### src/bcp_pkg.sv
`default_nettype none
package bcp_pkg;

  typedef enum logic [3:0] {
    PH_LEAD,
    PH_PREFIX,
    PH_AFTER_PREFIX,
    PH_LIST,
    PH_KEY,
    PH_KEY_WS,
    PH_EQ_WS,
    PH_TOKEN,
    PH_QUOTED,
    PH_AFTER_PARAM
  } phase_e;

  localparam logic [1:0] KIND_START = 2'd0;
  localparam logic [1:0] KIND_VALUE = 2'd1;
  localparam logic [1:0] KIND_FINAL = 2'd2;

  localparam logic [1:0] FLD_REALM   = 2'd0;
  localparam logic [1:0] FLD_SERVICE = 2'd1;
  localparam logic [1:0] FLD_SCOPE   = 2'd2;
  localparam logic [1:0] FLD_ERROR   = 2'd3;

  localparam logic [7:0] CH_SP     = 8'h20;
  localparam logic [7:0] CH_TAB    = 8'h09;
  localparam logic [7:0] CH_COMMA  = 8'h2c;
  localparam logic [7:0] CH_EQ     = 8'h3d;
  localparam logic [7:0] CH_DQUOTE = 8'h22;
  localparam logic [7:0] CH_BSLASH = 8'h5c;

  localparam logic [2:0] PREFIX_LEN = 3'd6;
  localparam logic [3:0] ALL_NAMES  = 4'hf;

  localparam int FIFO_DEPTH = 4;

  typedef struct packed {
    logic [1:0] kind;
    logic [1:0] field_id;
    logic [7:0] value_char;
    logic       accepted;
    logic       final_flag;
  } res_t;

  function automatic logic [7:0] to_lower(input logic [7:0] c);
    return (c inside {[8'h41:8'h5a]}) ? c + 8'd32 : c;
  endfunction

  function automatic logic is_ws(input logic [7:0] c);
    return (c == CH_SP) || (c == CH_TAB);
  endfunction

  function automatic logic [7:0] bearer_char(input logic [2:0] idx);
    logic [7:0] ch;
    case (idx)
      3'd0: ch = "b";
      3'd1: ch = "e";
      3'd2: ch = "a";
      3'd3: ch = "r";
      3'd4: ch = "e";
      3'd5: ch = "r";
      default: ch = 8'h00;
    endcase
    return ch;
  endfunction

  function automatic logic [2:0] name_len(input logic [1:0] fid);
    return (fid == FLD_SERVICE) ? 3'd7 : 3'd5;
  endfunction

  function automatic logic [7:0] name_char(input logic [1:0] fid, input logic [2:0] idx);
    logic [55:0] txt;
    case (fid)
      FLD_REALM:   txt = {"realm", 16'h0000};
      FLD_SERVICE: txt = "service";
      FLD_SCOPE:   txt = {"scope", 16'h0000};
      FLD_ERROR:   txt = {"error", 16'h0000};
      default:     txt = '0;
    endcase
    case (idx)
      3'd0: return txt[55:48];
      3'd1: return txt[47:40];
      3'd2: return txt[39:32];
      3'd3: return txt[31:24];
      3'd4: return txt[23:16];
      3'd5: return txt[15:8];
      3'd6: return txt[7:0];
      default: return 8'h00;
    endcase
  endfunction

endpackage
`default_nettype wire

### src/bcp_core.sv
`default_nettype none
module bcp_core import bcp_pkg::*; #(
  parameter int KEY_CAP   = 32,
  parameter int VALUE_CAP = 512,
  parameter int FIELD_CAP = 256
) (
  input  wire logic       clk_i,
  input  wire logic       rst_ni,
  input  wire logic       go_i,
  input  wire logic [7:0] data_i,
  input  wire logic       last_i,
  output logic            a_vld_o,
  output res_t            a_res_o,
  output logic            fin_vld_o,
  output res_t            fin_res_o
);

  localparam int KW = $clog2(KEY_CAP);
  localparam int VW = $clog2(VALUE_CAP);
  localparam int LW = $clog2(VALUE_CAP + FIELD_CAP + 1);

  phase_e          phase_q, phase_d;
  logic [2:0]      pcnt_q, pcnt_d;
  logic [3:0]      cand_q, cand_d;
  logic [KW-1:0]   klen_q, klen_d;
  logic [VW-1:0]   vlen_q, vlen_d;
  logic [1:0]      fld_q, fld_d;
  logic            known_q, known_d;
  logic            esc_q, esc_d;
  logic            failed_q, failed_d;
  logic            realm_q, realm_d;

  logic [7:0] lc;
  logic       do_tok, do_key, do_val, do_end, a_vld;
  res_t       a_res;

  always_comb begin
    phase_d  = phase_q;
    pcnt_d   = pcnt_q;
    cand_d   = cand_q;
    klen_d   = klen_q;
    vlen_d   = vlen_q;
    fld_d    = fld_q;
    known_d  = known_q;
    esc_d    = esc_q;
    failed_d = failed_q;
    realm_d  = realm_q;
    lc       = to_lower(data_i);
    do_tok   = 1'b0;
    do_key   = 1'b0;
    do_val   = 1'b0;
    do_end   = 1'b0;
    a_vld    = 1'b0;
    a_res    = '0;

    if (!failed_q) begin
      case (phase_q)
        PH_LEAD, PH_PREFIX: begin
          if (!(phase_q == PH_LEAD && is_ws(data_i))) begin
            if (pcnt_q < PREFIX_LEN && lc == bearer_char(pcnt_q)) begin
              pcnt_d  = pcnt_q + 3'd1;
              phase_d = (pcnt_d == PREFIX_LEN) ? PH_AFTER_PREFIX : PH_PREFIX;
            end else begin
              failed_d = 1'b1;
            end
          end
        end
        PH_AFTER_PREFIX: begin
          if (is_ws(data_i)) phase_d = PH_LIST;
          else failed_d = 1'b1;
        end
        PH_LIST: begin
          if (is_ws(data_i) || data_i == CH_COMMA) begin
            phase_d = PH_LIST;
          end else if (data_i == CH_EQ) begin
            failed_d = 1'b1;
          end else begin
            cand_d  = ALL_NAMES;
            klen_d  = '0;
            phase_d = PH_KEY;
            do_key  = 1'b1;
          end
        end
        PH_KEY: begin
          if (data_i == CH_EQ) begin
            do_end  = 1'b1;
            phase_d = PH_EQ_WS;
          end else if (data_i == CH_COMMA) begin
            do_end  = 1'b1;
            phase_d = PH_LIST;
          end else if (is_ws(data_i)) begin
            do_end  = 1'b1;
            phase_d = PH_KEY_WS;
          end else begin
            do_key = 1'b1;
          end
        end
        PH_KEY_WS: begin
          if (is_ws(data_i)) phase_d = PH_KEY_WS;
          else if (data_i == CH_EQ) phase_d = PH_EQ_WS;
          else if (data_i == CH_COMMA) phase_d = PH_LIST;
          else failed_d = 1'b1;
        end
        PH_EQ_WS: begin
          if (is_ws(data_i)) begin
            phase_d = PH_EQ_WS;
          end else if (data_i == CH_DQUOTE) begin
            esc_d   = 1'b0;
            phase_d = PH_QUOTED;
          end else begin
            do_tok = 1'b1;
          end
        end
        PH_TOKEN: do_tok = 1'b1;
        PH_QUOTED: begin
          if (esc_q) begin
            esc_d  = 1'b0;
            do_val = 1'b1;
          end else if (data_i == CH_DQUOTE) begin
            phase_d = PH_AFTER_PARAM;
          end else if (data_i == CH_BSLASH) begin
            esc_d = 1'b1;
          end else begin
            do_val = 1'b1;
          end
        end
        PH_AFTER_PARAM: begin
          if (is_ws(data_i)) phase_d = PH_AFTER_PARAM;
          else if (data_i == CH_COMMA) phase_d = PH_LIST;
          else failed_d = 1'b1;
        end
        default: failed_d = 1'b1;
      endcase
    end

    if (do_tok) begin
      if (data_i == CH_COMMA) begin
        phase_d = PH_LIST;
      end else if (is_ws(data_i)) begin
        phase_d = PH_AFTER_PARAM;
      end else begin
        phase_d = PH_TOKEN;
        do_val  = 1'b1;
      end
    end

    if (do_key) begin
      if (klen_d >= KW'(KEY_CAP - 1)) begin
        failed_d = 1'b1;
      end else begin
        for (int j = 0; j < 4; j++) begin
          if (klen_d >= KW'(name_len(2'(j))) || lc != name_char(2'(j), klen_d[2:0])) begin
            cand_d[j] = 1'b0;
          end
        end
        klen_d = klen_d + KW'(1);
      end
    end

    if (do_val) begin
      if (vlen_d >= VW'(VALUE_CAP - 1)) begin
        failed_d = 1'b1;
      end else begin
        vlen_d = vlen_d + VW'(1);
        if (known_d) begin
          if (LW'(vlen_d) >= LW'(FIELD_CAP)) begin
            failed_d = 1'b1;
          end else begin
            if (fld_d == FLD_REALM) realm_d = 1'b1;
            a_vld          = 1'b1;
            a_res.kind     = KIND_VALUE;
            a_res.field_id = fld_d;
            a_res.value_char = data_i;
          end
        end
      end
    end

    if (last_i && !failed_d) begin
      if (phase_d inside {PH_LEAD, PH_PREFIX, PH_QUOTED}) failed_d = 1'b1;
      else if (phase_d == PH_KEY) do_end = 1'b1;
    end

    if (do_end) begin
      known_d = 1'b0;
      vlen_d  = '0;
      for (int j = 0; j < 4; j++) begin
        if (cand_d[j] && klen_d == KW'(name_len(2'(j)))) begin
          known_d = 1'b1;
          fld_d   = 2'(j);
        end
      end
      if (known_d) begin
        if (fld_d == FLD_REALM) realm_d = 1'b0;
        a_vld          = 1'b1;
        a_res.kind     = KIND_START;
        a_res.field_id = fld_d;
      end
    end

    fin_res_o            = '0;
    fin_res_o.kind       = KIND_FINAL;
    fin_res_o.field_id   = FLD_REALM;
    fin_res_o.accepted   = !failed_d && realm_d;
    fin_res_o.final_flag = 1'b1;

    if (last_i) begin
      phase_d  = PH_LEAD;
      pcnt_d   = '0;
      cand_d   = ALL_NAMES;
      klen_d   = '0;
      vlen_d   = '0;
      fld_d    = FLD_REALM;
      known_d  = 1'b0;
      esc_d    = 1'b0;
      failed_d = 1'b0;
      realm_d  = 1'b0;
    end
  end

  assign a_vld_o   = go_i && a_vld;
  assign a_res_o   = a_res;
  assign fin_vld_o = go_i && last_i;

  always_ff @(posedge clk_i or negedge rst_ni) begin
    if (!rst_ni) begin
      phase_q  <= PH_LEAD;
      pcnt_q   <= '0;
      cand_q   <= ALL_NAMES;
      klen_q   <= '0;
      vlen_q   <= '0;
      fld_q    <= FLD_REALM;
      known_q  <= 1'b0;
      esc_q    <= 1'b0;
      failed_q <= 1'b0;
      realm_q  <= 1'b0;
    end else if (go_i) begin
      phase_q  <= phase_d;
      pcnt_q   <= pcnt_d;
      cand_q   <= cand_d;
      klen_q   <= klen_d;
      vlen_q   <= vlen_d;
      fld_q    <= fld_d;
      known_q  <= known_d;
      esc_q    <= esc_d;
      failed_q <= failed_d;
      realm_q  <= realm_d;
    end
  end

endmodule
`default_nettype wire

### src/bcp_res_fifo.sv
`default_nettype none
module bcp_res_fifo import bcp_pkg::*; (
  input  wire logic clk_i,
  input  wire logic rst_ni,
  input  wire logic a_vld_i,
  input  wire res_t a_res_i,
  input  wire logic fin_vld_i,
  input  wire res_t fin_res_i,
  output logic      room_o,
  output logic      out_valid_o,
  input  wire logic out_ready_i,
  output res_t      out_res_o
);

  localparam int PW = $clog2(FIFO_DEPTH);
  localparam int CW = $clog2(FIFO_DEPTH + 1);

  res_t          mem_q [FIFO_DEPTH];
  logic [PW-1:0] wr_q, wr_d, rd_q, rd_d;
  logic [CW-1:0] cnt_q, cnt_d;
  logic [1:0]    n_push;
  logic          pop;
  res_t          e0;

  assign n_push      = {1'b0, a_vld_i} + {1'b0, fin_vld_i};
  assign e0          = a_vld_i ? a_res_i : fin_res_i;
  assign pop         = out_valid_o && out_ready_i;
  assign out_valid_o = cnt_q != '0;
  assign out_res_o   = mem_q[rd_q];
  assign room_o      = cnt_q <= CW'(FIFO_DEPTH - 2);

  always_comb begin
    wr_d  = wr_q + PW'(n_push);
    rd_d  = rd_q + PW'(pop);
    cnt_d = cnt_q + CW'(n_push) - CW'(pop);
  end

  always_ff @(posedge clk_i) begin
    if (n_push != 2'd0) mem_q[wr_q] <= e0;
    if (n_push == 2'd2) mem_q[wr_q + PW'(1)] <= fin_res_i;
  end

  always_ff @(posedge clk_i or negedge rst_ni) begin
    if (!rst_ni) begin
      wr_q  <= '0;
      rd_q  <= '0;
      cnt_q <= '0;
    end else begin
      wr_q  <= wr_d;
      rd_q  <= rd_d;
      cnt_q <= cnt_d;
    end
  end

  a_cnt_bound: assert property (@(posedge clk_i) disable iff (!rst_ni)
    cnt_q <= CW'(FIFO_DEPTH))
    else $error("result buffer count beyond depth");

  a_push_room: assert property (@(posedge clk_i) disable iff (!rst_ni)
    (n_push != 2'd0) |-> room_o)
    else $error("result push without room");

  a_ptr_gap: assert property (@(posedge clk_i) disable iff (!rst_ni)
    (wr_q - rd_q) == cnt_q[PW-1:0])
    else $error("result buffer pointers disagree with count");

endmodule
`default_nettype wire

### src/bearer_challenge_parser.sv
`default_nettype none
// Streaming parser for a Bearer challenge header value. Bytes enter one per cycle, while
// the result buffer has room, through an input register; each byte updates the parser
// state and its results (a field start or a value byte, plus the final status on the last
// byte) go into a four-entry result buffer that drains one word per cycle while the output
// is ready. A new byte is taken every cycle as long as the buffer holds at most two words,
// so the sustained rate is one byte per cycle. Only the last byte of a header can yield two
// words (a field start or a value byte together with the final status); with the output
// draining every cycle, such a byte taken while the buffer already holds two words stalls
// the input. A result is visible once its byte has passed the input register and the buffer.
module bearer_challenge_parser import bcp_pkg::*; #(
  parameter int KEY_CAP   = 32,
  parameter int VALUE_CAP = 512,
  parameter int FIELD_CAP = 256
) (
  input  wire logic       clk_i,
  input  wire logic       rst_ni,
  input  wire logic       in_valid_i,
  output logic            in_ready_o,
  input  wire logic [7:0] data_byte_i,
  input  wire logic       last_byte_i,
  output logic            out_valid_o,
  input  wire logic       out_ready_i,
  output logic [1:0]      kind_o,
  output logic [1:0]      field_id_o,
  output logic [7:0]      value_char_o,
  output logic            accepted_o,
  output logic            final_flag_o
);

  logic       in_vld_q, in_vld_d;
  logic [7:0] data_q;
  logic       last_q;
  logic       room, go;
  logic       a_vld, fin_vld;
  res_t       a_res, fin_res, out_res;

  assign go         = in_vld_q && room;
  assign in_ready_o = !in_vld_q || room;
  assign in_vld_d   = in_valid_i ? 1'b1 : (in_vld_q && !room);

  always_ff @(posedge clk_i or negedge rst_ni) begin
    if (!rst_ni) begin
      in_vld_q <= 1'b0;
    end else begin
      in_vld_q <= in_vld_d;
    end
  end

  always_ff @(posedge clk_i) begin
    if (in_valid_i && in_ready_o) begin
      data_q <= data_byte_i;
      last_q <= last_byte_i;
    end
  end

  bcp_core #(
    .KEY_CAP  (KEY_CAP),
    .VALUE_CAP(VALUE_CAP),
    .FIELD_CAP(FIELD_CAP)
  ) u_core (
    .clk_i    (clk_i),
    .rst_ni   (rst_ni),
    .go_i     (go),
    .data_i   (data_q),
    .last_i   (last_q),
    .a_vld_o  (a_vld),
    .a_res_o  (a_res),
    .fin_vld_o(fin_vld),
    .fin_res_o(fin_res)
  );

  bcp_res_fifo u_fifo (
    .clk_i      (clk_i),
    .rst_ni     (rst_ni),
    .a_vld_i    (a_vld),
    .a_res_i    (a_res),
    .fin_vld_i  (fin_vld),
    .fin_res_i  (fin_res),
    .room_o     (room),
    .out_valid_o(out_valid_o),
    .out_ready_i(out_ready_i),
    .out_res_o  (out_res)
  );

  assign kind_o       = out_res.kind;
  assign field_id_o   = out_res.field_id;
  assign value_char_o = out_res.value_char;
  assign accepted_o   = out_res.accepted;
  assign final_flag_o = out_res.final_flag;

  a_hold_input: assert property (@(posedge clk_i) disable iff (!rst_ni)
    (in_vld_q && !room) |=> (in_vld_q && $stable(data_q) && $stable(last_q)))
    else $error("stalled input word lost");

  a_final_form: assert property (@(posedge clk_i) disable iff (!rst_ni)
    (out_valid_o && final_flag_o) |-> (kind_o == KIND_FINAL && field_id_o == FLD_REALM))
    else $error("final word malformed");

  a_accept_final: assert property (@(posedge clk_i) disable iff (!rst_ni)
    (out_valid_o && accepted_o) |-> final_flag_o)
    else $error("accept flag outside final word");

endmodule
`default_nettype wire

### config.mk
export PLATFORM = sky130hd
export DESIGN_NAME = bearer_challenge_parser
export DESIGN_NICKNAME = d
export VERILOG_FILES = /design/src/bcp_pkg.sv /design/src/bcp_core.sv /design/src/bcp_res_fifo.sv /design/src/bearer_challenge_parser.sv
export SDC_FILE = /design/constraint.sdc
export NUM_CORES = 1
export LEC_CHECK = 0
export ABC_CLOCK_PERIOD_IN_PS = 11400
export BUFFER_PORTS_ARGS = -buffer_cell sky130_fd_sc_hd__buf_2
export CAP_MARGIN = 40
export CORE_MARGIN = 4
export CORE_UTILIZATION = 55
export DETAILED_ROUTE_END_ITERATION = 16
export GPL_ROUTABILITY_DRIVEN = 0
export GPL_TIMING_DRIVEN = 0
export HOLD_SLACK_MARGIN = 0.02
export PLACE_DENSITY_LB_ADDON = 0.25
export SLEW_MARGIN = 20
export SYNTH_ARGS = -nofsm -noshare
export SYNTH_HDL_FRONTEND = slang
export SYNTH_SLANG_ARGS = --single-unit
### constraint.sdc
create_clock -name clk_i -period 11.4 [get_ports clk_i]
set_input_delay 2.28 -clock clk_i [delete_from_list [all_inputs] [get_ports clk_i]]
set_output_delay 2.28 -clock clk_i [all_outputs]
set_load 0.02 [all_outputs]
==> impl_metrics.py, run 1 <==
metrics = {
    "timing": {
        "fin_crit_sh": 0.687,
        "slew_viol_final": 0,
        "setup_viol": 0,
        "setup_tns_ns": 0,
        "tightest_slew_ns": 0.876,
        "hold_violations": 0,
        "finClkSkew_ns": 0.0104,
        "fmax_mhz": 128,
        "rsz0062_at_grt": "no",
        "slew_headroom": 0.401,
        "hold_ws_ns": 0.456,
        "min_period_ns": 7.83,
    },
    "floorplanning": {
        "die-area_um2": 13700,
        "die_width_um": 117,
        "initial_core_util": 0.567,
        "core_area_um2": 11500,
        "rows": 39,
        "pin_count": 29,
        "die_h_um": 117,
    },
    "yosys": {
        "ys.flop_type": "dfxtp_1",
        "synth_area_um2": 6530,
        "synth_top_area_share": 0.147,
        "yosys_warnings": 0,
        "synthAdderAreaFrac": 0.0433,
        "synth_simple_gate_area_share": 0.212,
        "ys_seq_elements": 100,
        "synth.area.top_cells": "dfxtp_1, dfrtp_1, edfxtp_1",
        "yosysTopAreaCell": "dfxtp_1",
        "synth-compound-area-share": 0.261,
        "ys_seq_area_frac": 0.357,
        "synthArstFlopShare": 0.390,
        "synth-edff-count": 13,
        "ys_types": 82,
        "synth_mux_area_frac": 0.0546,
        "syn_inst": 742,
        "synth_area_per_cell_um2": 8.80,
        "synth_top_family_by_area": "compound AO/OA/AOI/OAI gates",
        "synth_xor_area_frac": 0.0188,
        "synth_fp_nets": 777,
    },
    "placement": {
        "numPortBuffers": 28,
        "placed_cell_area_um2": 6880,
        "dpl.hpwl_um": 14000,
    },
    "setup_path": {
        "cp_data_arrival_time_ns": 8.11,
        "cpPeakStageDelay_ns": 0.82,
        "critPathMaxFanout": 10,
        "path_class": "register to register",
        "critPathLaunchType": "register",
        "slowest_stage": "a2111oi_0",
        "worstSetupEndpointType": "register",
        "critPathRequiredTime_ns": 11.68,
    },
    "power_and_ir_drop": {
        "vdd_drop_max_uv": 131,
        "p_per_area_nw_per_um2": 191,
        "p_leak_uw": 0.00290,
    },
    "cts": {
        "path_clk_slew_ns": 0.07,
        "cts_tree": "yes",
        "postCtsResizedCells": 0,
        "htreeDepth": 3,
        "cts-root-buf": "clkbuf_16",
        "cts_hold_buf": 0,
        "cts_setup_buffers": 0,
        "cts.sinks": 100,
        "cts_buffer_depth": 2,
        "clkLatencyLatePin_ns": 0.36,
        "cts_buffers": 9,
    },
    "route": {
        "drc_errors": 0,
        "finalWirelength_um": 18700,
        "wl_per_cell_um": 20.0,
        "routed_via_density": 6.70,
        "antenna_left": 0,
        "drtIter0Drc": 687,
        "first_pass_iters": 6,
        "routed-via-count": 6259,
    },
    "cells_and_area": {
        "finalInstanceArea_um2": 7180,
        "area_delta_synth_final_pct": 10.0,
        "antenna-diode-count": 0,
        "fin_nets": 821,
        "drive_gt1_frac": 0.120,
    },
    "global_route": {
        "grt_use_total": 0.279,
        "grt_pass1_vias": 5978,
        "grt_pass1_wl_um": 29900,
        "grt_overflow": 0,
        "grt_max_degree": 31,
        "antenna_found_initial": 0,
    },
    "worst_hold_path": {
        "hold_path_class": "register to register",
    },
    "flow_run": {
        "max_cap_viol_count": 0,
    },
    "run_status": {
        "outcome": "completed",
    },
}
[critical path, delay by kind of cell (launching register included)]
family | cells | cell delay [ns]
and+or+nand+nor | 8 | 2.57
DFF | 1 | 0.48
xor gates and xnor gates | 2 | 0.35
buffers and inverters | 6 | 1.00
AOI/OAI and AO/OA | 6 | 2.20
adders and majority gates | 4 | 1.15
[routing by layer]
layer,up-vias,part of all wire,track usage
met5,-,0,0
met3,56,0.084,0.0653
li1,2876,-,-
met4,0,0.027,0.0971
met1,2965,0.41,0.352
met2,362,0.48,0.470
[area by class of cell]
type,count,area (µm²)
sequential,100,2330
inverter,34,128
tap,143,179
timing repair buffer,33,188
multi-input combinational,554,3850
clock buffer,11,243
buffer,54,218
fill,993,4330
clock inverter,5,41.3
[power by group]
group / leakage [µW] / switching [µW] / internal [µW]
Sequential: 0.00101 / 36.0 / 408
Clock: 0.000138 / 142 / 157
Combinational: 0.00174 / 408 / 219
Total: 0.00290 / 585 / 783
[Yosys cell counts (5+ instances only)]
cell type / instances
a211oi_1: 9
a21o_1: 8
a21oi_1: 35
a221oi_1: 6
a22o_1: 36
a22oi_1: 8
a31oi_1: 5
a41oi_1: 6
and2_1: 12
and3_1: 15
clkbuf_1: 47
dfrtp_1: 35
dfxtp_1: 48
edfxtp_1: 13
ha_1: 21
inv_1: 34
mux4_2: 13
nand2_1: 65
nand2b_1: 16
nand3_1: 13
nor2_1: 52
nor3_1: 24
nor3b_1: 5
nor4_1: 10
o2111ai_1: 5
o211ai_1: 7
o21ai_0: 58
o22ai_1: 9
or2_2: 5
or3_1: 11
xnor2_1: 9
xor2_1: 5
[metrics by stage]
stage          instances  power, µW  worst slack, ns   util
5_1_grt              934       1450             3.30  0.624
6_report             934       1370             3.57  0.624
3_5_place_dp         915       1060             3.79  0.597
2_1_floorplan        742        888             4.88      -
4_1_cts              931       1350             3.78  0.622
3_3_place_gp         913       1030             3.58  0.595
[cell usage in the layout, fill, tap and decap left out, types with 12 or more instances in the layout]
cell and count:
buf_2 31, and2_1 12, edfxtp_1 13, nand2b_1 16, nor2_1 52, nand3_1 13
mux4_2 13, nand2_1 65, o21ai_0 58, clkbuf_1 48, a22o_1 36, ha_1 21
and3_1 15, dfxtp_1 48, inv_1 34, dfrtp_1 35, a21oi_1 35, nor3_1 23
[path summary, 6_finish.rpt]
kind / slack (ns) / cells past startpoint / endpoint / start
max: 3.57 / 26 / u_fifo.cnt_q[2] / data_q[6]
min reg2reg: 0.46 / 1 / u_fifo.mem_q[2][12] / u_fifo.mem_q[2][12]
max in group asynchronous: 9.10 / 2 / u_core.cand_q[3] / rst_ni
max reg2reg: 3.57 / 26 / u_fifo.cnt_q[2] / data_q[6]
min in group asynchronous: 1.78 / 1 / u_core.vlen_q[6] / rst_ni
min: 0.46 / 1 / u_fifo.mem_q[2][12] / u_fifo.mem_q[2][12]
[sequential cells by signal (all words and copies together), names as in the netlist]
register / count
u_fifo.mem_q: 52
u_core.vlen_q: 9
data_q: 8
u_core.klen_q: 5
u_core.cand_q: 4
u_core.phase_q: 4
u_core.pcnt_q: 3
u_fifo.cnt_q: 3
u_core.fld_q: 2
u_fifo.rd_q: 2
u_fifo.wr_q: 2
in_vld_q: 1
last_q: 1
u_core.esc_q: 1
u_core.failed_q: 1
u_core.known_q: 1
u_core.realm_q: 1
[cell families (layout without fill, tap and decap cells)]
| kind of cell | after synthesis | after routing |
|---|---|---|
| adders and majority gates | 22 | 22 |
| buffers and inverters | 88 | 137 |
| and+or+nand+nor | 263 | 263 |
| xor gates and xnor gates | 14 | 14 |
| DFF | 100 | 100 |
| muxes | 19 | 19 |
| AOI/OAI and AO/OA | 236 | 236 |
Note: power is estimated with default switching activity, not from simulation.
==> run 2: changes to the inputs <==
ABC_AREA = 1   (was default)
ABC_CLOCK_PERIOD_IN_PS = 8100   (was 11400)
clock period = 8.1 ns   (was 11.4 ns; I/O delays follow)
==> impl_metrics.py, run 2 <==
metrics = {
    "yosys": {
        "ys.flop_type": "dfxtp_1",
        "synth_top_family_by_area": "simple AND/OR/NAND/NOR gates",
        "synth.area.top_cells": "dfxtp_1, nand2_1, dfrtp_1",
        "ys_seq_elements": 100,
        "synth-compound-area-share": 0.145,
        "synthArstFlopShare": 0.390,
        "synth_mux_area_frac": 0,
        "synth_simple_gate_area_share": 0.337,
        "synth_area_um2": 6410,
        "ys_seq_area_frac": 0.364,
        "synthAdderAreaFrac": 0.0441,
        "syn_inst": 915,
        "yosysTopAreaCell": "dfxtp_1",
        "yosys_warnings": 0,
        "synth-edff-count": 13,
        "synth_most_common_cell": "nand2_1",
        "synth_fp_nets": 950,
        "synth_top_area_share": 0.150,
        "ys_types": 50,
        "synth_area_per_cell_um2": 7.00,
        "ys_top_cells_by_count": "nand2_1, inv_1, nor2_1",
        "synth_xor_area_frac": 0.0150,
    },
    "cts": {
        "path_clk_slew_ns": 0.07,
        "cts_buffers": 9,
        "cts_hold_buf": 0,
        "cts_buffer_depth": 2,
        "postCtsResizedCells": 0,
        "cts-root-buf": "clkbuf_16",
        "cts_setup_buffers": 0,
        "cts_tree": "yes",
        "htreeDepth": 3,
        "cts.sinks": 100,
        "clkLatencyLatePin_ns": 0.36,
    },
    "setup_path": {
        "critPathLaunchType": "register",
        "rrSetupSlack_ns": 2.55,
        "crit_top_cell": "inv_1",
        "cpPeakStageDelay_ns": 0.56,
        "reg2regPathDepth": 30,
        "path_class": "register to register",
        "worstSetupEndpointType": "register",
        "critPathRequiredTime_ns": 8.32,
        "cp_data_arrival_time_ns": 5.77,
        "slowest_stage": "edfxtp_1",
        "critPathMaxFanout": 10,
    },
    "timing": {
        "fin_crit_sh": 0.685,
        "fmax_mhz": 180,
        "hold_ws_ns": 0.451,
        "setup_tns_ns": 0,
        "slew_headroom": 0.531,
        "hold_violations": 0,
        "rsz0062_at_grt": "no",
        "finClkSkew_ns": 0.00879,
        "min_period_ns": 5.55,
        "tightest_slew_ns": 0.697,
        "setup_viol": 0,
        "slew_viol_final": 0,
    },
    "worst_hold_path": {
        "hold_path_class": "register to register",
        "worstHoldPathCells": 2,
    },
    "cells_and_area": {
        "final_common_cell": "nand2_1",
        "regMostFlops": "u_fifo.mem_q",
        "drive_gt1_frac": 0.124,
        "largest_register_ffs": 52,
        "final_cell_mix": "nand2_1, inv_1, nor2_1, o21ai_0, nand3_1",
        "reg_top3": "u_fifo.mem_q x52, u_core.vlen_q x9, data_q x8",
        "fin_nets": 991,
        "antenna-diode-count": 0,
        "area_delta_synth_final_pct": 10.1,
    },
    "placement": {
        "numPortBuffers": 28,
        "dpl.hpwl_um": 11800,
    },
    "flow_run": {
        "max_cap_viol_count": 0,
    },
    "floorplanning": {
        "initial_core_util": 0.561,
        "core_area_um2": 11400,
        "die-area_um2": 13400,
        "die_h_um": 116,
        "die_width_um": 116,
        "pin_count": 29,
        "rows": 39,
    },
    "route": {
        "wl_per_cell_um": 14.3,
        "antenna_left": 0,
        "first_pass_iters": 7,
        "finalWirelength_um": 15800,
        "drtIter0Drc": 504,
        "routed-via-count": 6091,
        "routed_via_density": 5.52,
        "drc_errors": 0,
    },
    "global_route": {
        "antenna_found_initial": 0,
        "grt_use_total": 0.246,
        "grt_pass1_vias": 5621,
        "grt_max_degree": 23,
        "grt_pass1_wl_um": 26400,
        "grt_overflow": 0,
    },
    "run_status": {
        "outcome": "completed",
    },
    "power_and_ir_drop": {
        "p_per_area_nw_per_um2": 251,
        "vdd_drop_max_uv": 247,
        "p_leak_uw": 0.00321,
    },
}
==> run 2: cell types whose count changed in the layout (fill, tap and decap cells not counted), moves of 13 or more <==
cell | previous run | this run
nand2_1 | 65 | 237
inv_1 | 34 | 104
nand3_1 | 13 | 70
a22o_1 | 36 | 1
nor2_1 | 52 | 84
clkbuf_1 | 48 | 20
o21ai_0 | 58 | 82
nand2b_1 | 16 | 0
and3_1 | 15 | 0
nand2_2 | 0 | 15
inv_2 | 0 | 13
mux4_2 | 13 | 0
==> run 2: path summary, 6_finish.rpt <==
| check | from | end |
|---|---|---|
| min | u_fifo.mem_q[1][10] | u_fifo.mem_q[1][10] |
| max | data_q[6] | u_fifo.mem_q[3][9] |
| max reg2reg | data_q[6] | u_fifo.mem_q[3][9] |
| min reg2reg | u_fifo.mem_q[1][10] | u_fifo.mem_q[1][10] |
| max in group asynchronous | rst_ni | u_core.cand_q[3] |
| min in group asynchronous | rst_ni | u_fifo.rd_q[0] |
==> run 2: layer usage <==
metal | up-vias | global-route usage | routed length, µm
li1 | 3074 | - | -
met1 | 2800 | 0.322 | 7170
met2 | 189 | 0.417 | 7400
met3 | 28 | 0.0480 | 912
met4 | 0 | 0.0688 | 303
met5 | - | 0 | 0
==> run 2: logic make-up after synthesis <==
logic type,count (synthesis)
compound gates,162
simple gates,470
buf+inv,150
fa+ha+maj,22
xor+xnor,11
flops,100
==> run 2: stage by stage <==
step / cells / total power, µW / cell area (µm²) / setup slack [ns] / utilization
floorplan: 915 / 1130 / 6410 / 3.46 / -
global placement: 1086 / 1340 / 6730 / 2.71 / 0.589
detailed placement: 1088 / 1350 / 6760 / 2.65 / 0.592
CTS: 1104 / 1780 / 7050 / 2.61 / 0.618
global route: 1104 / 1880 / 7050 / 2.09 / 0.618
finish: 1104 / 1770 / 7050 / 2.55 / 0.618
==> run 2: area by class of cell <==
cell class | instances | area (µm²)
fill | 1079 | 4370
multi-input combinational | 665 | 3460
sequential | 100 | 2330
inverter | 118 | 443
clock buffer | 9 | 225
tap | 143 | 179
timing repair buffer | 30 | 175
buffer | 32 | 170
clock inverter | 7 | 67.6
==> run 2: report_power, final <==
| part | leakage, µW | switching, µW | total (µW) | internal (µW) |
|---|---|---|---|---|
| logic | 0.00205 | 503 | 728 | 226 |
| clock network | 0.000147 | 211 | 428 | 217 |
| registers | 0.00101 | 49.9 | 615 | 565 |
| total | 0.00321 | 764 | 1770 | 1010 |
==> run 2: worst max-delay path: cells and delay by family (launching register included) <==
family | cells | cell delay (ns)
buffers and inverters | 7 | 0.96
AO/OA/AOI/OAI | 4 | 0.56
AND/OR/NAND/NOR | 17 | 2.89
adder cells (fa/ha/maj) | 2 | 0.43
flip-flops | 1 | 0.56
